--- src/design/jtl_pkg.sv ---
`default_nettype none

package jtl_pkg;

    localparam int POSITION_BITS_DEF = 16;
    localparam int S_TDATA_W         = 8;
    localparam int M_TDATA_W         = 48;
    localparam int M_TUSER_W         = 7;
    localparam int EVENT_SLOTS       = 3;

    typedef enum logic [2:0] {
        MODE_IDLE     = 3'd0,
        MODE_STRING   = 3'd1,
        MODE_ESCAPE   = 3'd2,
        MODE_INTEGER  = 3'd3,
        MODE_FRACTION = 3'd4,
        MODE_KEYWORD  = 3'd5,
        MODE_ERROR    = 3'd6
    } mode_t;

    typedef enum logic [2:0] {
        EV_START = 3'd0,
        EV_VALUE = 3'd1,
        EV_END   = 3'd2,
        EV_WHOLE = 3'd3,
        EV_ERROR = 3'd4
    } event_code_t;

    typedef enum logic [3:0] {
        TOK_LBRACE   = 4'd0,
        TOK_RBRACE   = 4'd1,
        TOK_LBRACKET = 4'd2,
        TOK_RBRACKET = 4'd3,
        TOK_COLON    = 4'd4,
        TOK_COMMA    = 4'd5,
        TOK_STRING   = 4'd6,
        TOK_NUMBER   = 4'd7,
        TOK_TRUE     = 4'd8,
        TOK_FALSE    = 4'd9,
        TOK_NULL     = 4'd10,
        TOK_EOF      = 4'd11
    } token_kind_t;

    typedef enum logic [1:0] {
        ERR_NONE   = 2'd0,
        ERR_CHAR   = 2'd1,
        ERR_UNTERM = 2'd2,
        ERR_WORD   = 2'd3
    } error_code_t;

    localparam logic [7:0] CH_QUOTE    = 8'h22;
    localparam logic [7:0] CH_BSLASH   = 8'h5C;
    localparam logic [7:0] CH_MINUS    = 8'h2D;
    localparam logic [7:0] CH_DOT      = 8'h2E;
    localparam logic [7:0] CH_LF       = 8'h0A;
    localparam logic [7:0] CH_TAB      = 8'h09;
    localparam logic [7:0] CH_CR       = 8'h0D;
    localparam logic [7:0] CH_SPACE    = 8'h20;
    localparam logic [7:0] CH_LOWER_N  = 8'h6E;
    localparam logic [7:0] CH_LOWER_T  = 8'h74;
    localparam logic [7:0] CH_LBRACE   = 8'h7B;
    localparam logic [7:0] CH_RBRACE   = 8'h7D;
    localparam logic [7:0] CH_LBRACKET = 8'h5B;
    localparam logic [7:0] CH_RBRACKET = 8'h5D;
    localparam logic [7:0] CH_COLON    = 8'h3A;
    localparam logic [7:0] CH_COMMA    = 8'h2C;

    // true, false, null
    localparam logic [7:0] WORD_TEXT [3][8] = '{
        '{8'h74, 8'h72, 8'h75, 8'h65, 8'h00, 8'h00, 8'h00, 8'h00},
        '{8'h66, 8'h61, 8'h6C, 8'h73, 8'h65, 8'h00, 8'h00, 8'h00},
        '{8'h6E, 8'h75, 8'h6C, 8'h6C, 8'h00, 8'h00, 8'h00, 8'h00}
    };
    localparam logic [2:0] WORD_LEN [3] = '{3'd4, 3'd5, 3'd4};

    localparam logic [2:0] KLEN_MAX = 3'd7;

    typedef struct packed {
        logic [2:0] cand;
        logic [2:0] klen;
    } kw_state_t;

    typedef struct packed {
        mode_t     mode;
        kw_state_t kw;
    } lex_ctl_t;

    typedef struct packed {
        token_kind_t kind;
        event_code_t code;
        logic [7:0]  value;
        logic [15:0] line;
        logic [15:0] column;
        error_code_t err;
    } event_t;

    typedef struct packed {
        logic [1:0]   count;
        event_t [2:0] slot;
    } event_set_t;

    typedef struct packed {
        logic        hit;
        token_kind_t kind;
    } kw_match_t;

    typedef struct packed {
        logic [1:0] count;
        event_t     e0;
        event_t     e1;
        mode_t      mode;
        logic       set_token;
        logic       kw_init;
    } idle_res_t;

    function automatic event_t mk_event(token_kind_t kind, event_code_t code,
                                        logic [7:0] value, logic [15:0] line,
                                        logic [15:0] column, error_code_t err);
        event_t e;
        e.kind   = kind;
        e.code   = code;
        e.value  = value;
        e.line   = line;
        e.column = column;
        e.err    = err;
        return e;
    endfunction

    function automatic logic is_digit(logic [7:0] b);
        return (b >= 8'h30) && (b <= 8'h39);
    endfunction

    function automatic logic is_alpha(logic [7:0] b);
        return ((b >= 8'h41) && (b <= 8'h5A)) || ((b >= 8'h61) && (b <= 8'h7A));
    endfunction

    function automatic logic is_space(logic [7:0] b);
        return (b == CH_SPACE) || (b == CH_TAB) || (b == CH_CR) || (b == CH_LF);
    endfunction

    function automatic logic is_punct(logic [7:0] b);
        return (b == CH_LBRACE) || (b == CH_RBRACE) || (b == CH_LBRACKET) ||
               (b == CH_RBRACKET) || (b == CH_COLON) || (b == CH_COMMA);
    endfunction

    function automatic token_kind_t punct_kind(logic [7:0] b);
        token_kind_t k;
        case (b)
            CH_RBRACE: begin
                k = TOK_RBRACE;
            end
            CH_LBRACKET: begin
                k = TOK_LBRACKET;
            end
            CH_RBRACKET: begin
                k = TOK_RBRACKET;
            end
            CH_COLON: begin
                k = TOK_COLON;
            end
            CH_COMMA: begin
                k = TOK_COMMA;
            end
            default: begin
                k = TOK_LBRACE;
            end
        endcase
        return k;
    endfunction

    function automatic kw_state_t keyword_feed(kw_state_t s, logic [7:0] b);
        kw_state_t r;
        r = s;
        for (int k = 0; k < 3; k++) begin
            if (!((s.klen < WORD_LEN[k]) && (WORD_TEXT[k][s.klen] == b))) begin
                r.cand[k] = 1'b0;
            end
        end
        if (s.klen != KLEN_MAX) begin
            r.klen = s.klen + 3'd1;
        end
        return r;
    endfunction

    function automatic kw_match_t keyword_match(kw_state_t s);
        kw_match_t r;
        r.hit  = 1'b0;
        r.kind = TOK_TRUE;
        if (s.cand[0] && (s.klen == WORD_LEN[0])) begin
            r.hit  = 1'b1;
            r.kind = TOK_TRUE;
        end else if (s.cand[1] && (s.klen == WORD_LEN[1])) begin
            r.hit  = 1'b1;
            r.kind = TOK_FALSE;
        end else if (s.cand[2] && (s.klen == WORD_LEN[2])) begin
            r.hit  = 1'b1;
            r.kind = TOK_NULL;
        end
        return r;
    endfunction

    // byte seen with no token open
    function automatic idle_res_t idle_byte(logic [7:0] b, logic [15:0] ln,
                                            logic [15:0] cl);
        idle_res_t r;
        r.count     = 2'd0;
        r.e0        = mk_event(TOK_LBRACE, EV_START, 8'h00, ln, cl, ERR_NONE);
        r.e1        = r.e0;
        r.mode      = MODE_IDLE;
        r.set_token = 1'b0;
        r.kw_init   = 1'b0;
        if (is_space(b)) begin
            r.count = 2'd0;
        end else if (is_punct(b)) begin
            r.count = 2'd1;
            r.e0    = mk_event(punct_kind(b), EV_WHOLE, b, ln, cl, ERR_NONE);
        end else begin
            r.set_token = 1'b1;
            if (b == CH_QUOTE) begin
                r.count = 2'd1;
                r.e0    = mk_event(TOK_STRING, EV_START, b, ln, cl, ERR_NONE);
                r.mode  = MODE_STRING;
            end else if (is_digit(b) || (b == CH_MINUS)) begin
                r.count = 2'd2;
                r.e0    = mk_event(TOK_NUMBER, EV_START, b, ln, cl, ERR_NONE);
                r.e1    = mk_event(TOK_NUMBER, EV_VALUE, b, ln, cl, ERR_NONE);
                r.mode  = MODE_INTEGER;
            end else if (is_alpha(b)) begin
                r.kw_init = 1'b1;
                r.mode    = MODE_KEYWORD;
            end else begin
                r.count = 2'd1;
                r.e0    = mk_event(TOK_LBRACE, EV_ERROR, b, ln, cl, ERR_CHAR);
                r.mode  = MODE_ERROR;
            end
        end
        return r;
    endfunction

endpackage

`default_nettype wire

--- src/design/jtl_step.sv ---
`default_nettype none

module jtl_step #(
    parameter int POSITION_BITS = jtl_pkg::POSITION_BITS_DEF
) (
    input  wire jtl_pkg::lex_ctl_t    ctl,
    input  wire [POSITION_BITS-1:0]   line_cnt,
    input  wire [POSITION_BITS-1:0]   col_cnt,
    input  wire [POSITION_BITS-1:0]   tok_line,
    input  wire [POSITION_BITS-1:0]   tok_col,
    input  wire [7:0]                 text_byte,
    input  wire                       end_of_text,
    output jtl_pkg::lex_ctl_t         ctl_next,
    output logic [POSITION_BITS-1:0]  line_next,
    output logic [POSITION_BITS-1:0]  col_next,
    output logic [POSITION_BITS-1:0]  tok_line_next,
    output logic [POSITION_BITS-1:0]  tok_col_next,
    output jtl_pkg::event_set_t       events
);

    localparam logic [POSITION_BITS-1:0] POS_MAX = '1;
    localparam logic [POSITION_BITS-1:0] POS_ONE = {{(POSITION_BITS-1){1'b0}}, 1'b1};

    logic [15:0]           ln16;
    logic [15:0]           cl16;
    logic [15:0]           tl16;
    logic [15:0]           tc16;
    jtl_pkg::idle_res_t    idl;
    jtl_pkg::kw_match_t    kwm;
    jtl_pkg::kw_state_t    kw_fed;
    jtl_pkg::kw_state_t    kw_first;
    jtl_pkg::kw_state_t    kw_fresh;
    logic                  pre_v;
    jtl_pkg::event_t       pre_e;
    logic                  use_idle;
    logic                  eof_v;
    jtl_pkg::event_t       eof_e;
    logic [3:0]            cv;
    jtl_pkg::event_t [3:0] ce;
    logic [2:0]            n;
    logic [7:0]            esc_val;

    assign ln16 = 16'(line_cnt);
    assign cl16 = 16'(col_cnt);
    assign tl16 = 16'(tok_line);
    assign tc16 = 16'(tok_col);

    assign kw_fresh.cand = 3'b111;
    assign kw_fresh.klen = 3'd0;

    assign idl      = jtl_pkg::idle_byte(text_byte, ln16, cl16);
    assign kwm      = jtl_pkg::keyword_match(ctl.kw);
    assign kw_fed   = jtl_pkg::keyword_feed(ctl.kw, text_byte);
    assign kw_first = jtl_pkg::keyword_feed(kw_fresh, text_byte);
    assign eof_e    = jtl_pkg::mk_event(jtl_pkg::TOK_EOF, jtl_pkg::EV_WHOLE, 8'h00,
                                        ln16, cl16, jtl_pkg::ERR_NONE);

    always_comb begin
        case (text_byte)
            jtl_pkg::CH_LOWER_N: begin
                esc_val = jtl_pkg::CH_LF;
            end
            jtl_pkg::CH_LOWER_T: begin
                esc_val = jtl_pkg::CH_TAB;
            end
            default: begin
                esc_val = text_byte;
            end
        endcase
    end

    always_comb begin
        ctl_next      = ctl;
        tok_line_next = tok_line;
        tok_col_next  = tok_col;
        pre_v         = 1'b0;
        pre_e         = eof_e;
        use_idle      = 1'b0;
        eof_v         = 1'b0;
        if (end_of_text) begin
            eof_v         = 1'b1;
            ctl_next.mode = jtl_pkg::MODE_IDLE;
            case (ctl.mode)
                jtl_pkg::MODE_STRING, jtl_pkg::MODE_ESCAPE: begin
                    pre_v = 1'b1;
                    pre_e = jtl_pkg::mk_event(jtl_pkg::TOK_LBRACE, jtl_pkg::EV_ERROR,
                                              8'h00, tl16, tc16, jtl_pkg::ERR_UNTERM);
                end
                jtl_pkg::MODE_INTEGER, jtl_pkg::MODE_FRACTION: begin
                    pre_v = 1'b1;
                    pre_e = jtl_pkg::mk_event(jtl_pkg::TOK_NUMBER, jtl_pkg::EV_END,
                                              8'h00, tl16, tc16, jtl_pkg::ERR_NONE);
                end
                jtl_pkg::MODE_KEYWORD: begin
                    pre_v = 1'b1;
                    if (kwm.hit) begin
                        pre_e = jtl_pkg::mk_event(kwm.kind, jtl_pkg::EV_WHOLE,
                                                  8'h00, tl16, tc16, jtl_pkg::ERR_NONE);
                    end else begin
                        pre_e = jtl_pkg::mk_event(jtl_pkg::TOK_LBRACE, jtl_pkg::EV_ERROR,
                                                  8'h00, tl16, tc16, jtl_pkg::ERR_WORD);
                    end
                end
                default: begin
                    pre_v = 1'b0;
                end
            endcase
        end else begin
            case (ctl.mode)
                jtl_pkg::MODE_ERROR: begin
                    pre_v = 1'b0;
                end
                jtl_pkg::MODE_STRING: begin
                    if (text_byte == jtl_pkg::CH_QUOTE) begin
                        pre_v         = 1'b1;
                        pre_e         = jtl_pkg::mk_event(jtl_pkg::TOK_STRING,
                                            jtl_pkg::EV_END, text_byte, tl16, tc16,
                                            jtl_pkg::ERR_NONE);
                        ctl_next.mode = jtl_pkg::MODE_IDLE;
                    end else if (text_byte == jtl_pkg::CH_BSLASH) begin
                        ctl_next.mode = jtl_pkg::MODE_ESCAPE;
                    end else begin
                        pre_v = 1'b1;
                        pre_e = jtl_pkg::mk_event(jtl_pkg::TOK_STRING, jtl_pkg::EV_VALUE,
                                                  text_byte, tl16, tc16, jtl_pkg::ERR_NONE);
                    end
                end
                jtl_pkg::MODE_ESCAPE: begin
                    pre_v         = 1'b1;
                    pre_e         = jtl_pkg::mk_event(jtl_pkg::TOK_STRING, jtl_pkg::EV_VALUE,
                                                      esc_val, tl16, tc16, jtl_pkg::ERR_NONE);
                    ctl_next.mode = jtl_pkg::MODE_STRING;
                end
                jtl_pkg::MODE_INTEGER, jtl_pkg::MODE_FRACTION: begin
                    pre_v = 1'b1;
                    if (jtl_pkg::is_digit(text_byte) ||
                        ((ctl.mode == jtl_pkg::MODE_INTEGER) &&
                         (text_byte == jtl_pkg::CH_DOT))) begin
                        pre_e = jtl_pkg::mk_event(jtl_pkg::TOK_NUMBER, jtl_pkg::EV_VALUE,
                                                  text_byte, tl16, tc16, jtl_pkg::ERR_NONE);
                        if (text_byte == jtl_pkg::CH_DOT) begin
                            ctl_next.mode = jtl_pkg::MODE_FRACTION;
                        end
                    end else begin
                        pre_e    = jtl_pkg::mk_event(jtl_pkg::TOK_NUMBER, jtl_pkg::EV_END,
                                                     8'h00, tl16, tc16, jtl_pkg::ERR_NONE);
                        use_idle = 1'b1;
                    end
                end
                jtl_pkg::MODE_KEYWORD: begin
                    if (jtl_pkg::is_alpha(text_byte)) begin
                        ctl_next.kw = kw_fed;
                    end else if (kwm.hit) begin
                        pre_v    = 1'b1;
                        pre_e    = jtl_pkg::mk_event(kwm.kind, jtl_pkg::EV_WHOLE,
                                                     8'h00, tl16, tc16, jtl_pkg::ERR_NONE);
                        use_idle = 1'b1;
                    end else begin
                        pre_v         = 1'b1;
                        pre_e         = jtl_pkg::mk_event(jtl_pkg::TOK_LBRACE,
                                            jtl_pkg::EV_ERROR, 8'h00, tl16, tc16,
                                            jtl_pkg::ERR_WORD);
                        ctl_next.mode = jtl_pkg::MODE_ERROR;
                    end
                end
                default: begin
                    use_idle = 1'b1;
                end
            endcase
            if (use_idle) begin
                ctl_next.mode = idl.mode;
                if (idl.set_token) begin
                    tok_line_next = line_cnt;
                    tok_col_next  = col_cnt;
                end
                if (idl.kw_init) begin
                    ctl_next.kw = kw_first;
                end
            end
        end
    end

    always_comb begin
        if (end_of_text) begin
            line_next = POS_ONE;
            col_next  = POS_ONE;
        end else if (text_byte == jtl_pkg::CH_LF) begin
            line_next = (line_cnt != POS_MAX) ? line_cnt + POS_ONE : line_cnt;
            col_next  = POS_ONE;
        end else begin
            line_next = line_cnt;
            col_next  = (col_cnt != POS_MAX) ? col_cnt + POS_ONE : col_cnt;
        end
    end

    // pack up to three events in order
    assign cv[0] = pre_v;
    assign cv[1] = use_idle && (idl.count != 2'd0);
    assign cv[2] = use_idle && (idl.count == 2'd2);
    assign cv[3] = eof_v;
    assign ce[0] = pre_e;
    assign ce[1] = idl.e0;
    assign ce[2] = idl.e1;
    assign ce[3] = eof_e;

    always_comb begin
        events.slot = {jtl_pkg::EVENT_SLOTS{eof_e}};
        n           = 3'd0;
        for (int i = 0; i < 4; i++) begin
            if (cv[i]) begin
                if (n < 3'd3) begin
                    events.slot[n[1:0]] = ce[i];
                end
                n = n + 3'd1;
            end
        end
        events.count = n[1:0];
    end

endmodule

`default_nettype wire

--- src/design/jtl_evt_buf.sv ---
`default_nettype none

module jtl_evt_buf (
    input  wire                       aclk,
    input  wire                       aresetn,
    input  wire                       load,
    input  wire jtl_pkg::event_set_t  events,
    output logic                      free,
    output logic                      out_valid,
    input  wire                       out_ready,
    output jtl_pkg::event_t           out_event,
    output logic                      out_last
);

    jtl_pkg::event_t [2:0] slot_reg;
    jtl_pkg::event_t [2:0] slot_next;
    logic [1:0]            left_reg;
    logic [1:0]            left_next;
    logic [1:0]            rd_reg;
    logic [1:0]            rd_next;
    logic                  pop;

    assign out_valid = (left_reg != 2'd0);
    assign out_last  = (left_reg == 2'd1);
    assign out_event = slot_reg[rd_reg];
    assign pop       = out_valid && out_ready;
    assign free      = (left_reg == 2'd0) || (out_last && out_ready);

    always_comb begin
        slot_next = slot_reg;
        left_next = left_reg;
        rd_next   = rd_reg;
        if (load) begin
            slot_next = events.slot;
            left_next = events.count;
            rd_next   = 2'd0;
        end else if (pop) begin
            left_next = left_reg - 2'd1;
            rd_next   = rd_reg + 2'd1;
        end
    end

    always_ff @(posedge aclk) begin
        slot_reg <= slot_next;
        if (!aresetn) begin
            left_reg <= 2'd0;
            rd_reg   <= 2'd0;
        end else begin
            left_reg <= left_next;
            rd_reg   <= rd_next;
        end
    end

endmodule

`default_nettype wire

--- src/design/json_token_lexer_core.sv ---
// Channel | Dir | tdata                              | tuser               | tlast
// s_      | in  | [7:0] text_byte                    | -                   | end_of_text
// m_      | out | [7:0] value_byte, [23:8] line,     | [3:0] token_kind,   | last_of_run
//         |     | [39:24] column, [41:40] error_code | [6:4] event_res     |
//
// One word in per cycle while the event register is free; a word that yields several
// events holds the input until its last event is taken. A word passes the input
// register, then the event register; the lexer step between them is one pass.
// Reset (aresetn low, synchronous) clears mode and position, no clearing pass.
// Input register frees as soon as the event register takes its events.
`default_nettype none

module json_token_lexer_core #(
    parameter int POSITION_BITS = jtl_pkg::POSITION_BITS_DEF
) (
    input  wire                            aclk,
    input  wire                            aresetn,
    input  wire                            s_tvalid,
    output logic                           s_tready,
    input  wire [jtl_pkg::S_TDATA_W-1:0]   s_tdata,   // [7:0] text_byte
    input  wire                            s_tlast,   // end_of_text
    output logic                           m_tvalid,
    input  wire                            m_tready,
    output logic [jtl_pkg::M_TDATA_W-1:0]  m_tdata,   // value_byte, line, column, error_code
    output logic [jtl_pkg::M_TUSER_W-1:0]  m_tuser,   // token_kind, event_res
    output logic                           m_tlast    // last_of_run
);

    localparam logic [POSITION_BITS-1:0] POS_ONE = {{(POSITION_BITS-1){1'b0}}, 1'b1};

    logic                       in_valid_reg;
    logic                       in_valid_next;
    logic [7:0]                 in_byte_reg;
    logic                       in_end_reg;
    logic                       s_fire;
    logic                       proc;
    logic                       buf_free;

    jtl_pkg::lex_ctl_t          ctl_reg;
    jtl_pkg::lex_ctl_t          ctl_next;
    logic [POSITION_BITS-1:0]   line_reg;
    logic [POSITION_BITS-1:0]   line_next;
    logic [POSITION_BITS-1:0]   col_reg;
    logic [POSITION_BITS-1:0]   col_next;
    logic [POSITION_BITS-1:0]   tok_line_reg;
    logic [POSITION_BITS-1:0]   tok_line_next;
    logic [POSITION_BITS-1:0]   tok_col_reg;
    logic [POSITION_BITS-1:0]   tok_col_next;

    jtl_pkg::event_set_t        events;
    jtl_pkg::event_t            out_event;

    assign s_fire        = s_tvalid && s_tready;
    assign proc          = in_valid_reg && buf_free;
    assign s_tready      = !in_valid_reg || proc;
    assign in_valid_next = s_fire ? 1'b1 : (proc ? 1'b0 : in_valid_reg);

    always_ff @(posedge aclk) begin
        if (s_fire) begin
            in_byte_reg <= s_tdata[7:0];
            in_end_reg  <= s_tlast;
        end
        if (!aresetn) begin
            in_valid_reg  <= 1'b0;
            ctl_reg.mode  <= jtl_pkg::MODE_IDLE;
            ctl_reg.kw    <= {3'b111, 3'd0};
            line_reg      <= POS_ONE;
            col_reg       <= POS_ONE;
            tok_line_reg  <= POS_ONE;
            tok_col_reg   <= POS_ONE;
        end else begin
            in_valid_reg <= in_valid_next;
            if (proc) begin
                ctl_reg      <= ctl_next;
                line_reg     <= line_next;
                col_reg      <= col_next;
                tok_line_reg <= tok_line_next;
                tok_col_reg  <= tok_col_next;
            end
        end
    end

    jtl_step #(
        .POSITION_BITS (POSITION_BITS)
    ) u_step (
        .ctl           (ctl_reg),
        .line_cnt      (line_reg),
        .col_cnt       (col_reg),
        .tok_line      (tok_line_reg),
        .tok_col       (tok_col_reg),
        .text_byte     (in_byte_reg),
        .end_of_text   (in_end_reg),
        .ctl_next      (ctl_next),
        .line_next     (line_next),
        .col_next      (col_next),
        .tok_line_next (tok_line_next),
        .tok_col_next  (tok_col_next),
        .events        (events)
    );

    jtl_evt_buf u_evt_buf (
        .aclk      (aclk),
        .aresetn   (aresetn),
        .load      (proc),
        .events    (events),
        .free      (buf_free),
        .out_valid (m_tvalid),
        .out_ready (m_tready),
        .out_event (out_event),
        .out_last  (m_tlast)
    );

    assign m_tdata = {6'b000000, out_event.err, out_event.column, out_event.line,
                      out_event.value};
    assign m_tuser = {out_event.code, out_event.kind};

endmodule

`default_nettype wire

--- config.mk ---
export PLATFORM = sky130hd
export DESIGN_NAME = json_token_lexer_core
export DESIGN_NICKNAME = d
export VERILOG_FILES = /design/src/design/jtl_pkg.sv /design/src/design/jtl_step.sv /design/src/design/jtl_evt_buf.sv /design/src/design/json_token_lexer_core.sv
export SDC_FILE = /design/constraint.sdc
export NUM_CORES = 1
export LEC_CHECK = 0
export BUFFER_PORTS_ARGS = -buffer_cell sky130_fd_sc_hd__buf_2
export CAP_MARGIN = 30
export CORE_MARGIN = 4
export CORE_UTILIZATION = 30
export DETAILED_ROUTE_END_ITERATION = 7
export RECOVER_POWER = 25
export SLEW_MARGIN = 20
export SYNTH_ARGS = -nofsm -noshare
export SYNTH_HDL_FRONTEND = slang
export SYNTH_SLANG_ARGS = --single-unit
--- constraint.sdc ---
create_clock -name aclk -period 5.26 [get_ports aclk]
set_clock_uncertainty 0.05 [all_clocks]
set_input_delay 0.263 -clock aclk [delete_from_list [all_inputs] [get_ports aclk]]
set_output_delay 0.263 -clock aclk [all_outputs]
set_load 0.01 [all_outputs]
==> summary.md <==
| Metric | Value |
|---|---|
| Crit path time final | `roughly 4.7 ns` |
| Insertion delay to the later sink of the worst-skew pair | `~0.44 ns` |
| Core outline area | `0.0334 mm²` |
| Register bit total from synthesis | `approximately 190` |
| Final setup fails | `0` |
| Fmax | `~0.21 GHz` |
| Multiplexer area fraction after synthesis | `0.113` |
| Outcome | `finished, final reports clean` |
| Commonest non-fill, non-tap cells in the layout | `edfxtp_1 (116), nand2_1 (96), mux2i_1 (78), dfxtp_1 (76), o21ai_0 (74)` |
| NumNets Final | `1045` |
| RR Endpoint | `u_evt_buf.slot_reg[30]` |
| Post-synth ARST share | `0` |
| IO Pins | `between 70 and 80` |
| Clock buffer depth | `2` |
| Starting Density | `0.304` |
| CTS tree | `yes` |
| Setup tns final | `0 ns` |
| Ys flop type | `edfxtp_1` |
| Post-Synthesis Cell Area | `slightly above 0.01 mm²` |
| Reg2Reg Depth | `11` |
| Adder-Cell Fraction of Synth Area | `0.0204` |
| Largest net degree at the start of global routing | `60` |
| Vias in the first global route | `7307` |
| Die width | `192 µm` |
| Wire per inst | `17.4 µm` |
| CTS Sinks | `194` |
| Antenna violations before repair | `0` |
| Hold Startpoint | `s_tvalid` |
| Worst-path fanout max | `35` |
| Global route overflow | `0` |
| Layout cells sized above 1 | `0.161` |
| DRT iter0 DRCs | `450` |
| First-pass GRT wire length | `41.6 mm` |
| Synthesized area per cell | `10.6 µm²` |
| Most common cell after layout, fill and taps aside | `edfxtp_1` |
| Final hold violations | `0` |
| Hold Path End | `in_valid_reg` |
| DIE HEIGHT | `192 µm` |
| Post-synthesis simple-gate area fraction | `0.177` |
| Max Cap Viol | `0` |
| Worst slew pin tran | `0.937 ns` |
| Placed Instances | `1435` |
| Total CTS buffers | `17` |
| CP required | `5.40 ns` |
| WL final | `roughly 26 mm` |
| Main combinational cell family by area after synthesis | `simple AND/OR/NAND/NOR gates` |
| GRT Overall Usage | `0.143` |
| Placed Instance Area | `roughly 0.011 mm²` |
| Design area | `0.0116 mm²` |
| Post-CTS sizing | `0` |
| Setup crit end kind | `flip-flop` |
| Final Util | `0.347` |
| Arrival @ worst endpoint | `~4.8 ns` |
| Layout area overhead | `14.1%` |
| Critical path class | `flip-flop to flip-flop` |
| # rows | `67` |
| RSZ-0062 raised after global routing | `no` |
| Die area | `0.0369 mm²` |
| Xor/xnor cell area share of the yosys netlist | `0.0301` |
| CTS clock-pin slew for the worst setup and hold paths | `0.08 ns` |
| GP Congestion | `0.928` |
| Synth unique cells | `92` |
| DRT Pass-1 Iters | `7` |
| Slew headroom | `0.370` |
| H-tree depth | `4` |
| Post-route ant nets | `0` |
| Sequential area share after synthesis | `0.496` |
| Gate Count Post-Synth | `959` |
| Filler cells | `approximately 3300` |
| Total inserted antenna cells | `0` |
| Complex-gate fraction of the synthesized area | `0.122` |
| R2r setup slk | `0.58 ns` |
| Max rail drop VDD | `0.239 mV` |
| Max reg flops | `107` |
| Final HPWL DP | `17.7 mm` |
| CP Launch Type | `flip-flop` |
| # port buffers | `64` |
| Pleak | `between 3 and 4 nW` |
| DR vias/cell | `4.99` |
| Non-filler instance count after layout | `about 1500` |
| Remaining DRCs | `0` |
| Synthesis Warnings | `0` |
| Fin. max-slew vios | `0` |
| Power Density | `377 mW/mm²` |
| WHS Path Cells | `3` |
| Root Driver | `clkbuf_16` |
| Worst min path class | `input port to flip-flop` |
| Fin crit share | `0.889` |
| EDFF count, synth | `116` |
| FF-to-FF Start | `in_byte_reg[3]` |
| DR vias | `between 7000 and 8000` |
## cells by family (layout without fill, tap and decap cells)
family	Yosys count	in the layout
muxes	111	111
DFF	194	194
and+or+nand+nor	333	333
AOI/OAI and AO/OA	187	187
xor gates and xnor gates	35	35
adders and majority gates	16	16
other	2	9
buffers and inverters	81	144
## power breakdown
group / total (W) / switching (W) / internal [W]
Sequential: 0.00191 / 0.000100 / 0.00180
Combinational: 0.00113 / 0.000725 / 0.000408
Clock: 0.00133 / 0.000670 / 0.000662
Total: 0.00437 / 0.00150 / 0.00288
## worst max path at each step
stage | from | end
after floorplan | u_evt_buf.left_reg[0] | ctl_reg[4]
after global placement | in_byte_reg[1] | u_evt_buf.slot_reg[13]
after detailed placement | in_byte_reg[1] | u_evt_buf.slot_reg[4]
after CTS | in_byte_reg[1] | u_evt_buf.slot_reg[28]
after global routing | in_byte_reg[3] | u_evt_buf.slot_reg[28]
final | in_byte_reg[3] | u_evt_buf.slot_reg[30]
## cell type report
cell class                      instances  area, µm²  share of cell area
Tap cell                              448        561              0.0483
Sequential cell                       194       5050               0.435
Timing Repair Buffer                   93        557              0.0480
Inverter                               19       75.1             0.00647
Multi-Input combinational cell        691       4750               0.409
Clock inverter                         14        173              0.0149
Clock buffer                           18        439              0.0379
## through the flow
step / hold WS (ns) / worst slack, ns / total power (W)
6_report: 0.0241 / 0.584 / 0.00437
2_1_floorplan: 0.312 / 0.447 / 0.00269
4_1_cts: 0.0160 / 0.636 / 0.00443
3_5_place_dp: 0.396 / 0.684 / 0.00308
5_1_grt: 0.0593 / 0.290 / 0.00461
3_3_place_gp: 0.396 / 0.785 / 0.00307
## metal layers
layer | global-route usage | share of wire
met5 | 0 | 0
met1 | 0.198 | 0.47
met4 | 0.0321 | 0.010
met2 | 0.236 | 0.48
met3 | 0.0225 | 0.038
## what timing repair did
item | 4_1_cts | 5_1_grt
hold endpoints to repair | 9 | 0
setup buffers | 0 | 0
setup endpoints to repair | 0 | 0
hold buffers | 9 | 0
## worst max-delay path, cell delays in order, from the launching register on
cell and delay [ns]:
edfxtp_1 0.78, o21ai_1 0.23, a41oi_1 0.29, o21ai_2 0.18
a2111oi_4 0.55, ha_1 0.39, a21boi_0 0.32, o211ai_1 0.18
a211oi_2 0.48, nor2_4 0.10, nand2_4 0.44, mux2_2 0.39
## synth_stat cells (3+ instances only)
library cell / instances / area share
edfxtp_1: 116 / 0.34
nand2_1: 96 / 0.035
dfxtp_1: 78 / 0.15
mux2i_1: 78 / 0.077
o21ai_0: 74 / 0.036
nor2_1: 56 / 0.021
nor2b_1: 34 / 0.021
nand3_1: 31 / 0.015
clkbuf_1: 29 / 0.011
a21oi_1: 28 / 0.014
xor2_1: 25 / 0.022
mux2_2: 19 / 0.021
and3_1: 16 / 0.0098
inv_1: 16 / 0.0059
ha_1: 15 / 0.018
nor3_1: 15 / 0.0074
mux2_1: 14 / 0.016
nand4_1: 14 / 0.0086
buf_4: 12 / 0.0089
nand2b_1: 11 / 0.0068
xnor2_1: 10 / 0.0086
and2_1: 9 / 0.0055
buf_2: 9 / 0.0044
o22ai_1: 8 / 0.0049
o211ai_1: 7 / 0.0052
or3_1: 7 / 0.0043
a211oi_1: 6 / 0.0044
a31oi_1: 6 / 0.0037
buf_1: 6 / 0.0022
buf_6: 6 / 0.0066
nor4_1: 6 / 0.0037
o21a_1: 6 / 0.0044
a21boi_0: 5 / 0.0037
o21ai_2: 5 / 0.0043
o31ai_1: 5 / 0.0037
a21o_1: 4 / 0.0030
o21ai_1: 4 / 0.0020
and3b_1: 3 / 0.0026
and4_1: 3 / 0.0026
Note: power is estimated with default switching activity, not from simulation.
